==> src/rtl/core/stq_pkg.sv <==
// stq_pkg: shared sizes, codes and beat types of the sorted timer queue
// depends on nothing; imported by stq_cell and sorted_timer_queue

package stq_pkg;

    localparam int MAX_TIMERS = 16;
    localparam int RESULT_CAP = 16;
    localparam int CAP_W      = (RESULT_CAP > 1) ? $clog2(RESULT_CAP) : 1;
    localparam int HANDLE_W   = 10;
    localparam int TIME_W     = 32;

    typedef enum logic [1:0] {
        CMD_ADD    = 2'd0,
        CMD_ADJUST = 2'd1,
        CMD_DELETE = 2'd2,
        CMD_TICK   = 2'd3
    } cmd_t;

    typedef enum logic [1:0] {
        KIND_ACK     = 2'd0,
        KIND_EXPIRED = 2'd1,
        KIND_NONE    = 2'd2
    } kind_t;

    typedef enum logic [1:0] {
        STAT_OK        = 2'd0,
        STAT_FULL      = 2'd1,
        STAT_NOT_FOUND = 2'd2,
        STAT_DUPLICATE = 2'd3
    } status_t;

    typedef struct packed {
        cmd_t                cmd;
        logic [HANDLE_W-1:0] handle;
        logic [TIME_W-1:0]   expire_time;
        logic [TIME_W-1:0]   now_time;
    } request_t;

    typedef struct packed {
        kind_t               kind;
        status_t             status;
        logic [HANDLE_W-1:0] out_handle;
        logic                last;
    } result_t;

    // what the whole row of cells does in one cycle
    typedef enum logic [1:0] {
        CELL_HOLD,
        CELL_INSERT,
        CELL_DELETE,
        CELL_POP
    } cell_op_t;

    typedef struct packed {
        cell_op_t            op;
        logic [TIME_W-1:0]   key_time;
        logic [HANDLE_W-1:0] key_handle;
    } cell_ctrl_t;

    typedef struct packed {
        logic                valid;
        logic [TIME_W-1:0]   expiry;
        logic [HANDLE_W-1:0] owner;
    } cell_data_t;

    typedef enum logic [1:0] {
        FSM_IDLE,
        FSM_EXEC,
        FSM_REINSERT,
        FSM_TICK
    } fsm_state_t;

endpackage

==> src/rtl/core/stq_cell.sv <==
// stq_cell: one slot of the sorted chain, holding a timer and trading it with its neighbours
// depends on stq_pkg

module stq_cell (
    input  logic               clk,
    input  logic               rst_n,
    input  stq_pkg::cell_ctrl_t ctrl,
    input  stq_pkg::cell_data_t left,
    input  stq_pkg::cell_data_t right,
    input  logic               le_in,
    input  logic               shift_in,
    output stq_pkg::cell_data_t data,
    output logic               le_out,
    output logic               shift_out,
    output logic               match
);
    import stq_pkg::*;

    logic                valid_reg, valid_next;
    logic [TIME_W-1:0]   expiry_reg, expiry_next;
    logic [HANDLE_W-1:0] owner_reg, owner_next;
    logic                shift_here;

    assign le_out     = valid_reg && (expiry_reg <= ctrl.key_time);
    assign match      = valid_reg && (owner_reg == ctrl.key_handle);
    assign shift_here = shift_in || ((ctrl.op == CELL_DELETE) && match);
    assign shift_out  = shift_here;

    assign data.valid  = valid_reg;
    assign data.expiry = expiry_reg;
    assign data.owner  = owner_reg;

    always_comb
    begin
        valid_next  = valid_reg;
        expiry_next = expiry_reg;
        owner_next  = owner_reg;
        case (ctrl.op)
            CELL_INSERT:
            begin
                if (le_out)
                begin
                    // earlier or equal time stays put
                end
                else if (le_in)
                begin
                    valid_next  = 1'b1;
                    expiry_next = ctrl.key_time;
                    owner_next  = ctrl.key_handle;
                end
                else
                begin
                    valid_next  = left.valid;
                    expiry_next = left.expiry;
                    owner_next  = left.owner;
                end
            end
            CELL_DELETE, CELL_POP:
            begin
                if (shift_here)
                begin
                    valid_next  = right.valid;
                    expiry_next = right.expiry;
                    owner_next  = right.owner;
                end
            end
            default:
            begin
            end
        endcase
    end

    always_ff @(posedge clk or negedge rst_n)
    begin
        if (!rst_n)
            valid_reg <= 1'b0;
        else
            valid_reg <= valid_next;
    end

    always_ff @(posedge clk)
    begin
        expiry_reg <= expiry_next;
        owner_reg  <= owner_next;
    end

endmodule

==> src/rtl/core/sorted_timer_queue.sv <==
// sorted_timer_queue: top level, command sequencer over a row of stq_cell slots
// depends on stq_pkg and stq_cell

// A command beat is taken when start is high and busy is low; busy then stays high
// until the cycle in which the command's last result appears, and is low in that cycle.
// Results appear on result for exactly one cycle each, marked by strobe, and cannot be
// held off. Add and delete latch the command, then let the cell row shift while the
// acknowledgement is registered; adjust first closes the gap in the row and then opens
// a new one. A tick returns one expired timer per result (at most RESULT_CAP), or a
// single empty result when none is due, because the row can pop only its front cell
// in a cycle. No clearing pass is needed after reset.

module sorted_timer_queue (
    input  logic              clk,
    input  logic              rst_n,
    input  logic              start,
    output logic              busy,
    input  stq_pkg::request_t request,
    output logic              strobe,
    output stq_pkg::result_t  result
);
    import stq_pkg::*;

    fsm_state_t          state_reg, state_next;
    cmd_t                cmd_reg;
    logic [HANDLE_W-1:0] handle_reg;
    logic [TIME_W-1:0]   key_reg;
    logic [CAP_W-1:0]    count_reg, count_next;
    logic                strobe_reg, strobe_next;
    result_t             result_reg, result_next;

    cell_ctrl_t          ctrl;
    cell_data_t          cell_q [MAX_TIMERS];
    logic [MAX_TIMERS-1:0] le;
    logic [MAX_TIMERS-1:0] shift;
    logic [MAX_TIMERS-1:0] match;
    logic [MAX_TIMERS-1:0] vmask;
    logic                accept;
    logic                found;
    logic                full;

    assign accept = start && (state_reg == FSM_IDLE);
    assign busy   = (state_reg != FSM_IDLE);
    assign strobe = strobe_reg;
    assign result = result_reg;

    // any valid cell owning the handle; handles are unique in the row
    assign found = |match;
    assign full  = cell_q[MAX_TIMERS-1].valid;

    // the row of cells: each cell sees both neighbours, the ends see empty slots
    for (genvar i = 0; i < MAX_TIMERS; i++)
    begin : g_cell
        cell_data_t left_d, right_d;
        logic       le_left, shift_left;

        if (i == 0)
        begin : g_head
            assign left_d     = '0;
            assign le_left    = 1'b1;
            // a pop always shifts from the front
            assign shift_left = (ctrl.op == CELL_POP);
        end
        else
        begin : g_body
            assign left_d     = cell_q[i-1];
            assign le_left    = le[i-1];
            assign shift_left = shift[i-1];
        end

        if (i == MAX_TIMERS-1)
        begin : g_tail
            assign right_d = '0;
        end
        else
        begin : g_inner
            assign right_d = cell_q[i+1];
        end

        stq_cell u_cell (
            .clk       (clk),
            .rst_n     (rst_n),
            .ctrl      (ctrl),
            .left      (left_d),
            .right     (right_d),
            .le_in     (le_left),
            .shift_in  (shift_left),
            .data      (cell_q[i]),
            .le_out    (le[i]),
            .shift_out (shift[i]),
            .match     (match[i])
        );

        assign vmask[i] = cell_q[i].valid;
    end

    // sequencer: one step of the cell row per cycle, result registered alongside
    always_comb
    begin
        state_next      = state_reg;
        count_next      = count_reg;
        strobe_next     = 1'b0;
        result_next     = result_reg;
        ctrl.op         = CELL_HOLD;
        ctrl.key_time   = key_reg;
        ctrl.key_handle = handle_reg;

        case (state_reg)
            FSM_IDLE:
            begin
                if (start)
                begin
                    state_next = (request.cmd == CMD_TICK) ? FSM_TICK : FSM_EXEC;
                    count_next = '0;
                end
            end

            FSM_EXEC:
            begin
                strobe_next            = 1'b1;
                result_next.kind       = KIND_ACK;
                result_next.status     = STAT_OK;
                result_next.out_handle = handle_reg;
                result_next.last       = 1'b1;
                state_next             = FSM_IDLE;
                case (cmd_reg)
                    CMD_ADD:
                    begin
                        // duplicate takes precedence over full
                        if (found)
                            result_next.status = STAT_DUPLICATE;
                        else if (full)
                            result_next.status = STAT_FULL;
                        else
                            ctrl.op = CELL_INSERT;
                    end
                    CMD_ADJUST:
                    begin
                        if (!found)
                        begin
                            result_next.status = STAT_NOT_FOUND;
                        end
                        else
                        begin
                            // take it out now, put it back next cycle; ack then
                            ctrl.op     = CELL_DELETE;
                            strobe_next = 1'b0;
                            state_next  = FSM_REINSERT;
                        end
                    end
                    CMD_DELETE:
                    begin
                        if (!found)
                            result_next.status = STAT_NOT_FOUND;
                        else
                            ctrl.op = CELL_DELETE;
                    end
                    default:
                    begin
                        strobe_next = 1'b0;
                    end
                endcase
            end

            FSM_REINSERT:
            begin
                ctrl.op                = CELL_INSERT;
                strobe_next            = 1'b1;
                result_next.kind       = KIND_ACK;
                result_next.status     = STAT_OK;
                result_next.out_handle = handle_reg;
                result_next.last       = 1'b1;
                state_next             = FSM_IDLE;
            end

            FSM_TICK:
            begin
                strobe_next        = 1'b1;
                result_next.status = STAT_OK;
                if (le[0])
                begin
                    // front timer is due: pop it, look at the next one for the last mark
                    ctrl.op                = CELL_POP;
                    result_next.kind       = KIND_EXPIRED;
                    result_next.out_handle = cell_q[0].owner;
                    result_next.last       = (count_reg == CAP_W'(RESULT_CAP - 1)) || !le[1];
                    count_next             = count_reg + 1'b1;
                    if (result_next.last)
                        state_next = FSM_IDLE;
                end
                else
                begin
                    // only reached with nothing due at the start of the tick
                    result_next.kind       = KIND_NONE;
                    result_next.out_handle = '0;
                    result_next.last       = 1'b1;
                    state_next             = FSM_IDLE;
                end
            end

            default:
            begin
                state_next = FSM_IDLE;
            end
        endcase
    end

    always_ff @(posedge clk or negedge rst_n)
    begin
        if (!rst_n)
        begin
            state_reg  <= FSM_IDLE;
            strobe_reg <= 1'b0;
            count_reg  <= '0;
        end
        else
        begin
            state_reg  <= state_next;
            strobe_reg <= strobe_next;
            count_reg  <= count_next;
        end
    end

    // command latch and result payload carry no reset
    always_ff @(posedge clk)
    begin
        if (accept)
        begin
            cmd_reg    <= request.cmd;
            handle_reg <= request.handle;
            key_reg    <= (request.cmd == CMD_TICK) ? request.now_time : request.expire_time;
        end
        result_reg <= result_next;
    end

`ifndef SYNTHESIS
    // valid cells always form an unbroken run from the front
    a_valid_prefix: assert property (@(posedge clk) disable iff (!rst_n)
        ((vmask + 1'b1) & vmask) == '0)
        else $error("valid cells not contiguous");

    // a delete only happens when the handle is present, so the gap reaches the tail
    a_delete_shift: assert property (@(posedge clk) disable iff (!rst_n)
        (ctrl.op == CELL_DELETE) |-> shift[MAX_TIMERS-1])
        else $error("delete without a matching cell");

    // the final result of a command leaves the block idle in the same cycle
    a_last_idle: assert property (@(posedge clk) disable iff (!rst_n)
        (strobe && result.last) |-> !busy)
        else $error("busy after last result");

    a_more_busy: assert property (@(posedge clk) disable iff (!rst_n)
        (strobe && !result.last) |-> busy)
        else $error("idle before last result");

    // acknowledgements and empty ticks are single beats
    a_single_last: assert property (@(posedge clk) disable iff (!rst_n)
        (strobe && (result.kind == KIND_ACK || result.kind == KIND_NONE)) |-> result.last)
        else $error("single-beat result without last mark");

    // an insert never runs on a full row
    a_insert_room: assert property (@(posedge clk) disable iff (!rst_n)
        (ctrl.op == CELL_INSERT) |-> !full)
        else $error("insert into full row");
`endif

endmodule
==> config.mk <==
export PLATFORM = sky130hd
export DESIGN_NAME = sorted_timer_queue
export DESIGN_NICKNAME = d
export VERILOG_FILES = /design/src/rtl/core/stq_pkg.sv /design/src/rtl/core/stq_cell.sv /design/src/rtl/core/sorted_timer_queue.sv
export SDC_FILE = /design/constraint.sdc
export NUM_CORES = 2
export LEC_CHECK = 0
export BUFFER_PORTS_ARGS = -buffer_cell sky130_fd_sc_hd__buf_2
export CAP_MARGIN = 20
export CORE_ASPECT_RATIO = 0.75
export CORE_UTILIZATION = 42
export DETAILED_ROUTE_END_ITERATION = 10
export GPL_ROUTABILITY_DRIVEN = 1
export SLEW_MARGIN = 20
export SYNTH_ARGS = -nofsm -noshare
export SYNTH_HDL_FRONTEND = slang
export SYNTH_SLANG_ARGS = --single-unit
==> constraint.sdc <==
create_clock -name clk -period 11.14 [get_ports clk]
set_clock_uncertainty 0.15 [all_clocks]
set_input_delay 1.114 -clock clk [delete_from_list [all_inputs] [get_ports clk]]
set_output_delay 1.114 -clock clk [all_outputs]
set_load 0.1 [all_outputs]
Word-level counts from Yosys, hierarchy flattened
Cells that the tools add are included.
- bits in registers: 754
- input port bits: 79
- output and inout bits: 17
- word-level logic and storage cells: 447
- add/sub/neg operators: 1
- magnitude comparators: 16
- eq/ne operators: 61
- mux-type cells: 215
- reductions and logical operators: 96
- operators by type and width (kind ; count):
    2-to-1 mux 32 bit ; 48
    case mux 32 bit (2 select lines) ; 16
    less-or-equal comparator 32 bit ; 16
    2-to-1 mux 10 bit ; 47
    case mux 10 bit (2 select lines) ; 16
    == test 10 bit ; 16
    2-to-1 mux 1 bit ; 51
    AND reduction 3 bit ; 17
    logical AND 1 bit ; 49
    case mux 15 bit (3 select lines) ; 1
    case mux 1 bit (2 select lines) ; 18
    != test 2 x 1 -> 1 bit (second input constant) ; 17
    != test 2 bit (second input constant) ; 17
    2-to-1 mux 2 bit ; 10
    logical OR 1 bit ; 17
    OR reduction 16 bit ; 1
    == test 2 bit (second input constant) ; 6
    2-to-1 mux 11 bit ; 1
    2-to-1 mux 4 bit ; 2
    case mux 2 bit (2 select lines) ; 2
    case mux 2 bit (4 select lines) ; 1
    case mux 4 bit (2 select lines) ; 1
    OR reduction 2 bit ; 4
    == test 2 x 1 -> 1 bit (second input constant) ; 3
    9 further kinds ; 12

Logic depth before layout (Yosys ltp)
- depth after elaboration: 26
- mapped depth: 16
- depth with buffers taken out: 12

Modules after synthesis
A second synthesis with hierarchy kept.
- cell total of the unflattened synthesis: 5411
- area total of the unflattened synthesis: 53423.7 um^2
- modules (own cells, without submodules) (module ; instances ; cells each ; area each (um^2) ; seq. area each (um^2)):
    stq_cell at g_cell[0].u_cell ... ; 15 ; 326 ; 3155.5 ; 1286.2
    stq_cell at g_cell[9].u_cell ; 1 ; 326 ; 3185.6 ; 1286.2
    sorted_timer_queue ; 1 ; 195 ; 2905.3 ; 1946.9

Worst setup path before layout
No wires, ideal clock.
- path type: register to register
- from: reg key_reg[14]
- to: reg g_cell[0].u_cell.valid_reg
- library setup time: 0.282 ns
- arrival: 6.065 ns
- required time: 10.708 ns
- setup slack: 4.643 ns
- cell stages (with the launch flop): 13
- buffers on the path: 1
- period minus slack after synthesis: 6.497 ns
- cell sequence: edfxtp_1 > inv_1 > ha_1 > a21oi_1 > nand2_1 > a221o_1 > or3_1 > a211oi_1 > nand2b_1 > a22oi_2 > buf_2 > o21ai_0 > mux2i_1
- word-level cells in the longest chain between the ends: 9
- elaborated cells between the ends (all ways): 15
- those cells by class: order compare: 1; eq/ne: 5; mux: 3; reduce/logical: 6
- ends and longest elaborated chain (item ; line ; RTL):
    start, declared ; sorted_timer_queue.sv:27 ; logic [TIME_W-1:0] key_reg;
    start signal, assigned ; sorted_timer_queue.sv:231 ; key_reg <= (request.cmd == CMD_TICK) ? request.now_time : request.expire_time;
    less-or-equal comparator 32 bit * ; stq_cell.sv:24 ; assign le_out = valid_reg && (expiry_reg <= ctrl.key_time);
    logical AND 1 bit * ; stq_cell.sv:24 ;
    2-to-1 mux 2 bit ; sorted_timer_queue.sv:180 ; if (le[0])
    case mux 2 bit (3 select lines) ; sorted_timer_queue.sv:108 ; case (state_reg)
    == test 2 bit ; stq_cell.sv:26, stq_cell.sv:38 ;
    logical AND 1 bit ; stq_cell.sv:26 ; assign shift_here = shift_in || ((ctrl.op == CELL_DELETE) && match);
    logical OR 1 bit ; stq_cell.sv:26 ;
    != test 2 x 1 -> 1 bit (no source line) ; -- ;
    AND reduction 3 bit (no source line) ; -- ;
    end signal, assigned ; stq_cell.sv:78 ; valid_reg <= valid_next;
    end, declared ; stq_cell.sv:19 ; logic valid_reg, valid_next;
Mark *: on every way between the ends. The rest lies on a longest branch, timed or not.
A chain may end at the register's enable or synchronous reset.

Worst setup path after layout
- from: reg key_reg[16]
- to: reg g_cell[2].u_cell.expiry_reg[24] (data pin)
- word-level cells in the longest chain between the ends: 7
- elaborated cells between the ends (all ways): 13
- those cells by class: order compare: 2; eq/ne: 3; mux: 5; reduce/logical: 3
- ends and longest elaborated chain (item ; line ; RTL):
    less-or-equal comparator 32 bit ; stq_cell.sv:24 ;
    logical AND 1 bit ; stq_cell.sv:24 ;
    2-to-1 mux 2 bit ; sorted_timer_queue.sv:180 ;
    case mux 2 bit (3 select lines) ; sorted_timer_queue.sv:108 ;
    == test 2 bit ; stq_cell.sv:38 ; case (ctrl.op)
    OR reduction 2 bit ; stq_cell.sv:38 ;
    case mux 32 bit (2 select lines) * ; stq_cell.sv:38 ;
    net g_cell[2].u_cell.expiry_next[24] ; stq_cell.sv:20 ; logic [TIME_W-1:0] expiry_reg, expiry_next;
    end signal, assigned ; stq_cell.sv:83 ; expiry_reg <= expiry_next;
    end, declared ; stq_cell.sv:20 ;
Mark *: on every way through the listed nets, which the timed path passes. The rest lies on a longest branch. The select of a mux whose other input is x is not followed.

==> results.md <==
- Status: complete, no violations
- Compound-Gate Fraction of Synth Area: between 10% and 20%
- Routed wire per std cell: 24.46 um
- Vias: 38270
- Switching share of total power: 34.44%
- Hold-fix buffers, CTS: 0
- Comb pwr share: between 20% and 30%
- Post-route ant nets: 0
- # setup viols final: 0
- CTS tree: built
- Initial antenna violation count: 12
- Slew @ Worst Pin: about 1200 ps
- Cts repair resizes: 0
- Area grow syn2layout: 9.421%
- DR vias/cell: around 5.9
- Cell taking the most area after synthesis: edfxtp_1
- Maximum VDD drop: 0.1257 mV
- Met3 GRT Util: 5.574%
- Sequential power share: around two fifths
- GR peak layer: met2
- Crit Path Max Fanout: 121
- P_int: 0.006314 W
- Xor-xnor portion of the synthesized cell area: about 2.8%
- Avg Inst Size Synth: 10.25 um2
- Pre-antenna DRT Iters: 7
- Number of global-route vias before repair: 36870
- Initial DRC count: approximately 3900
- First-pass GRT wire length: 236.5 mm
- Post-synth top area share: 43.68%
- Final Max Tran Viols: 0
- Simple-gate area share of the yosys netlist: 11.55%
- Synth unique cells: between 70 and 80
- Max_slew headroom: 20.87%
- Sink Count: 754
- Grt total ovfl: 0
- Crit path top cell by count: buf_4
- Required @ worst endpoint: 11360 ps
- Core area: around 0.12 mm2
- PD cells: 175.2 mW/mm2
- CTS clock-pin slew for the worst setup and hold paths: 60 ps
- Share of cells above drive strength 1: 7.934%
- Worst Path Arrival: 6850 ps
- Setup CP Type: register to register
- Die H: 301.6 um
- WP buf/inv: 3
- Post-synthesis adder-cell area fraction: around an eighth
- Final period utilization: between 50% and 60%
- Top_reg_cell synth: edfxtp_1
- Maximum clock frequency: 0.1509 GHz
- Met1 Use GR: 37.32%
- Maxcap violations: 0
- Final WS setup: 4513 ps
- Largest net degree at the start of global routing: between 200 and 300
- Sequential area share after synthesis: 44.83%
- GRT met2 Usage: about 40%
- Worst min path class: register to register
- Cell Rows: 109
- Mapped Nets: 5497
- Leakage power: between 20 and 25 nW
- Startpoint class of the critical path: register
- Crit path time final: 6627 ps
- Worst-Skew Late Latency: 680 ps
- Routed wire length: 158.6 mm
- Largest family of logic cells by synthesized area: compound AO/OA/AOI/OAI gates
- Clk buf depth: 3
- Clock power frac: just under 30%
- Switch Pwr: 0.003318 W
- Highest-delay cell along the critical path: buf_4
- HPWL Detailed: 112.3 mm
- List of most frequent post-synthesis cells: 798 x nand2_1, 731 x edfxtp_1, 708 x o21ai_0, 540 x mux2i_1, 517 x ha_1
- I/O Buffers: 95
- Synth Register Bits: 754
- RSZ-0062 raised after global routing: false
- Most common cell in the synthesized netlist: nand2_1
- Crit-path max cell delay: 920 ps
- CP cell instances: inv_1, ha_1, nand4_1, or4_1, nor2_1, a31oi_1, a211oi_4, nand3_1, nand2_4, buf_4, buf_4, o21ai_0
- Final Hold Viols: 0
- Tot GR Track Use: 25.85%
- Async SR Flop Fraction: 3.050%
- Routability cong.: 0.9130
- CP endpoint kind: register
- Gate Count Post-Synth: 4901
- Root buffer cell: clkbuf_16
- Mux cell area share after synthesis: 11.68%
- Pre-CTS WS: 4617 ps
- Antenna diode count: 0
- Fin Setup TNS: 0 ps
- Top-level I/O count: 96
- Family with the most delay on the worst path: buffers and inverters
- Yosys warns: 0
- Cts bufs inserted: 83
- Nets@finish: 5463
- Max reg flops: 512
- H-tree level count: 3
- Width of the die: 401.4 um
- Residual DRC: 0
- Initial cell density of the core: 42.50%
- Setup Buffers After CTS: 0
- Area contributors post-synth: edfxtp_1 44%, ha_1 13%, mux2i_1 11%
- EDFF count, synth: 731
- Synth Cell Area: about 0.05 mm2
- Die area: about 0.12 mm2
## power groups by stage
stage / Combinational (W) / Clock [W] / Sequential, W
after floorplan: 0.00195 / 0 / 0.00390
after global placement: 0.00273 / 0 / 0.00403
after detailed placement: 0.00280 / 0 / 0.00403
after CTS: 0.00281 / 0.00286 / 0.00397
after global routing: 0.00309 / 0.00296 / 0.00401
final: 0.00284 / 0.00281 / 0.00398
## routing by layer
metal	vias to the layer above	wire length, um
met5	-	31
met4	6	3956
met3	222	13560
met2	1423	68110
met1	18560	72910
li1	18060	-
## kinds of logic (layout without fill, tap and decap cells)
logic type	Yosys count	in the layout
mux	581	581
buf+inv	379	406
fa+ha+maj	517	517
xor+xnor	162	162
flops	754	754
compound gates	1169	1169
simple gates	1339	1339
## tightest hold or removal path, stage by stage, from the launching register on
cell     delay [ps]
dfrtp_1         360
nand3_1          80
nand2_1          70
## per-stage QoR
stage	utilization [%]	cells	total power, W	hold slack, ps	instance area [um2]
floorplan	-	4901	0.005851	339.1	50250
global placement	44.25	6335	0.006759	367.5	52320
detailed placement	44.26	6335	0.006831	380.3	52330
CTS	46.49	6481	0.009633	373.2	54980
global route	46.51	6482	0.01005	411.3	54990
finish	46.51	6482	0.009632	392.9	54990
## layout by cell type (no fill, tap or decap), types with 9 or more instances in the layout
cell type,instances
nor2b_1,34
a31oi_1,35
buf_4,90
clkinv_1,16
a21o_1,87
ha_1,517
a211oi_1,14
nand3_1,57
o2111ai_1,9
a21oi_1,199
mux2_2,39
inv_1,70
nor3_1,44
o21ai_0,705
clkbuf_16,87
edfxtp_1,731
nand2_1,791
nor4_1,10
xnor2_1,156
dfrtp_1,23
o211ai_1,16
or3_1,12
clkinv_2,10
nor2_1,204
nand2b_1,11
o21a_1,33
clkbuf_1,18
mux2i_1,540
nand4_1,127
buf_2,95
## final timing paths
path | from | endpoint | slack (ps) | cells past startpoint
min in group asynchronous | rst_n | g_cell[12].u_cell.valid_reg | 400 | 1
worst min register to register | count_reg[1] | count_reg[1] | 390 | 2
worst min-delay path | count_reg[1] | count_reg[1] | 390 | 2
worst max register to register | key_reg[16] | g_cell[2].u_cell.expiry_reg[24] | 4510 | 12
max in group asynchronous | rst_n | g_cell[4].u_cell.valid_reg | 9920 | 1
worst max-delay path | key_reg[16] | g_cell[2].u_cell.expiry_reg[24] | 4510 | 12
## layout make-up
cell class | count | area [um2]
tap | 1554 | 1944
multi-input combinational | 3768 | 26390
fill | 10900 | 63250
sequential | 754 | 22530
clock inverter | 38 | 361.6
inverter | 71 | 266.5
timing repair buffer | 189 | 1219
clock buffer | 108 | 2286
Note: power is estimated with default switching activity, not from simulation.
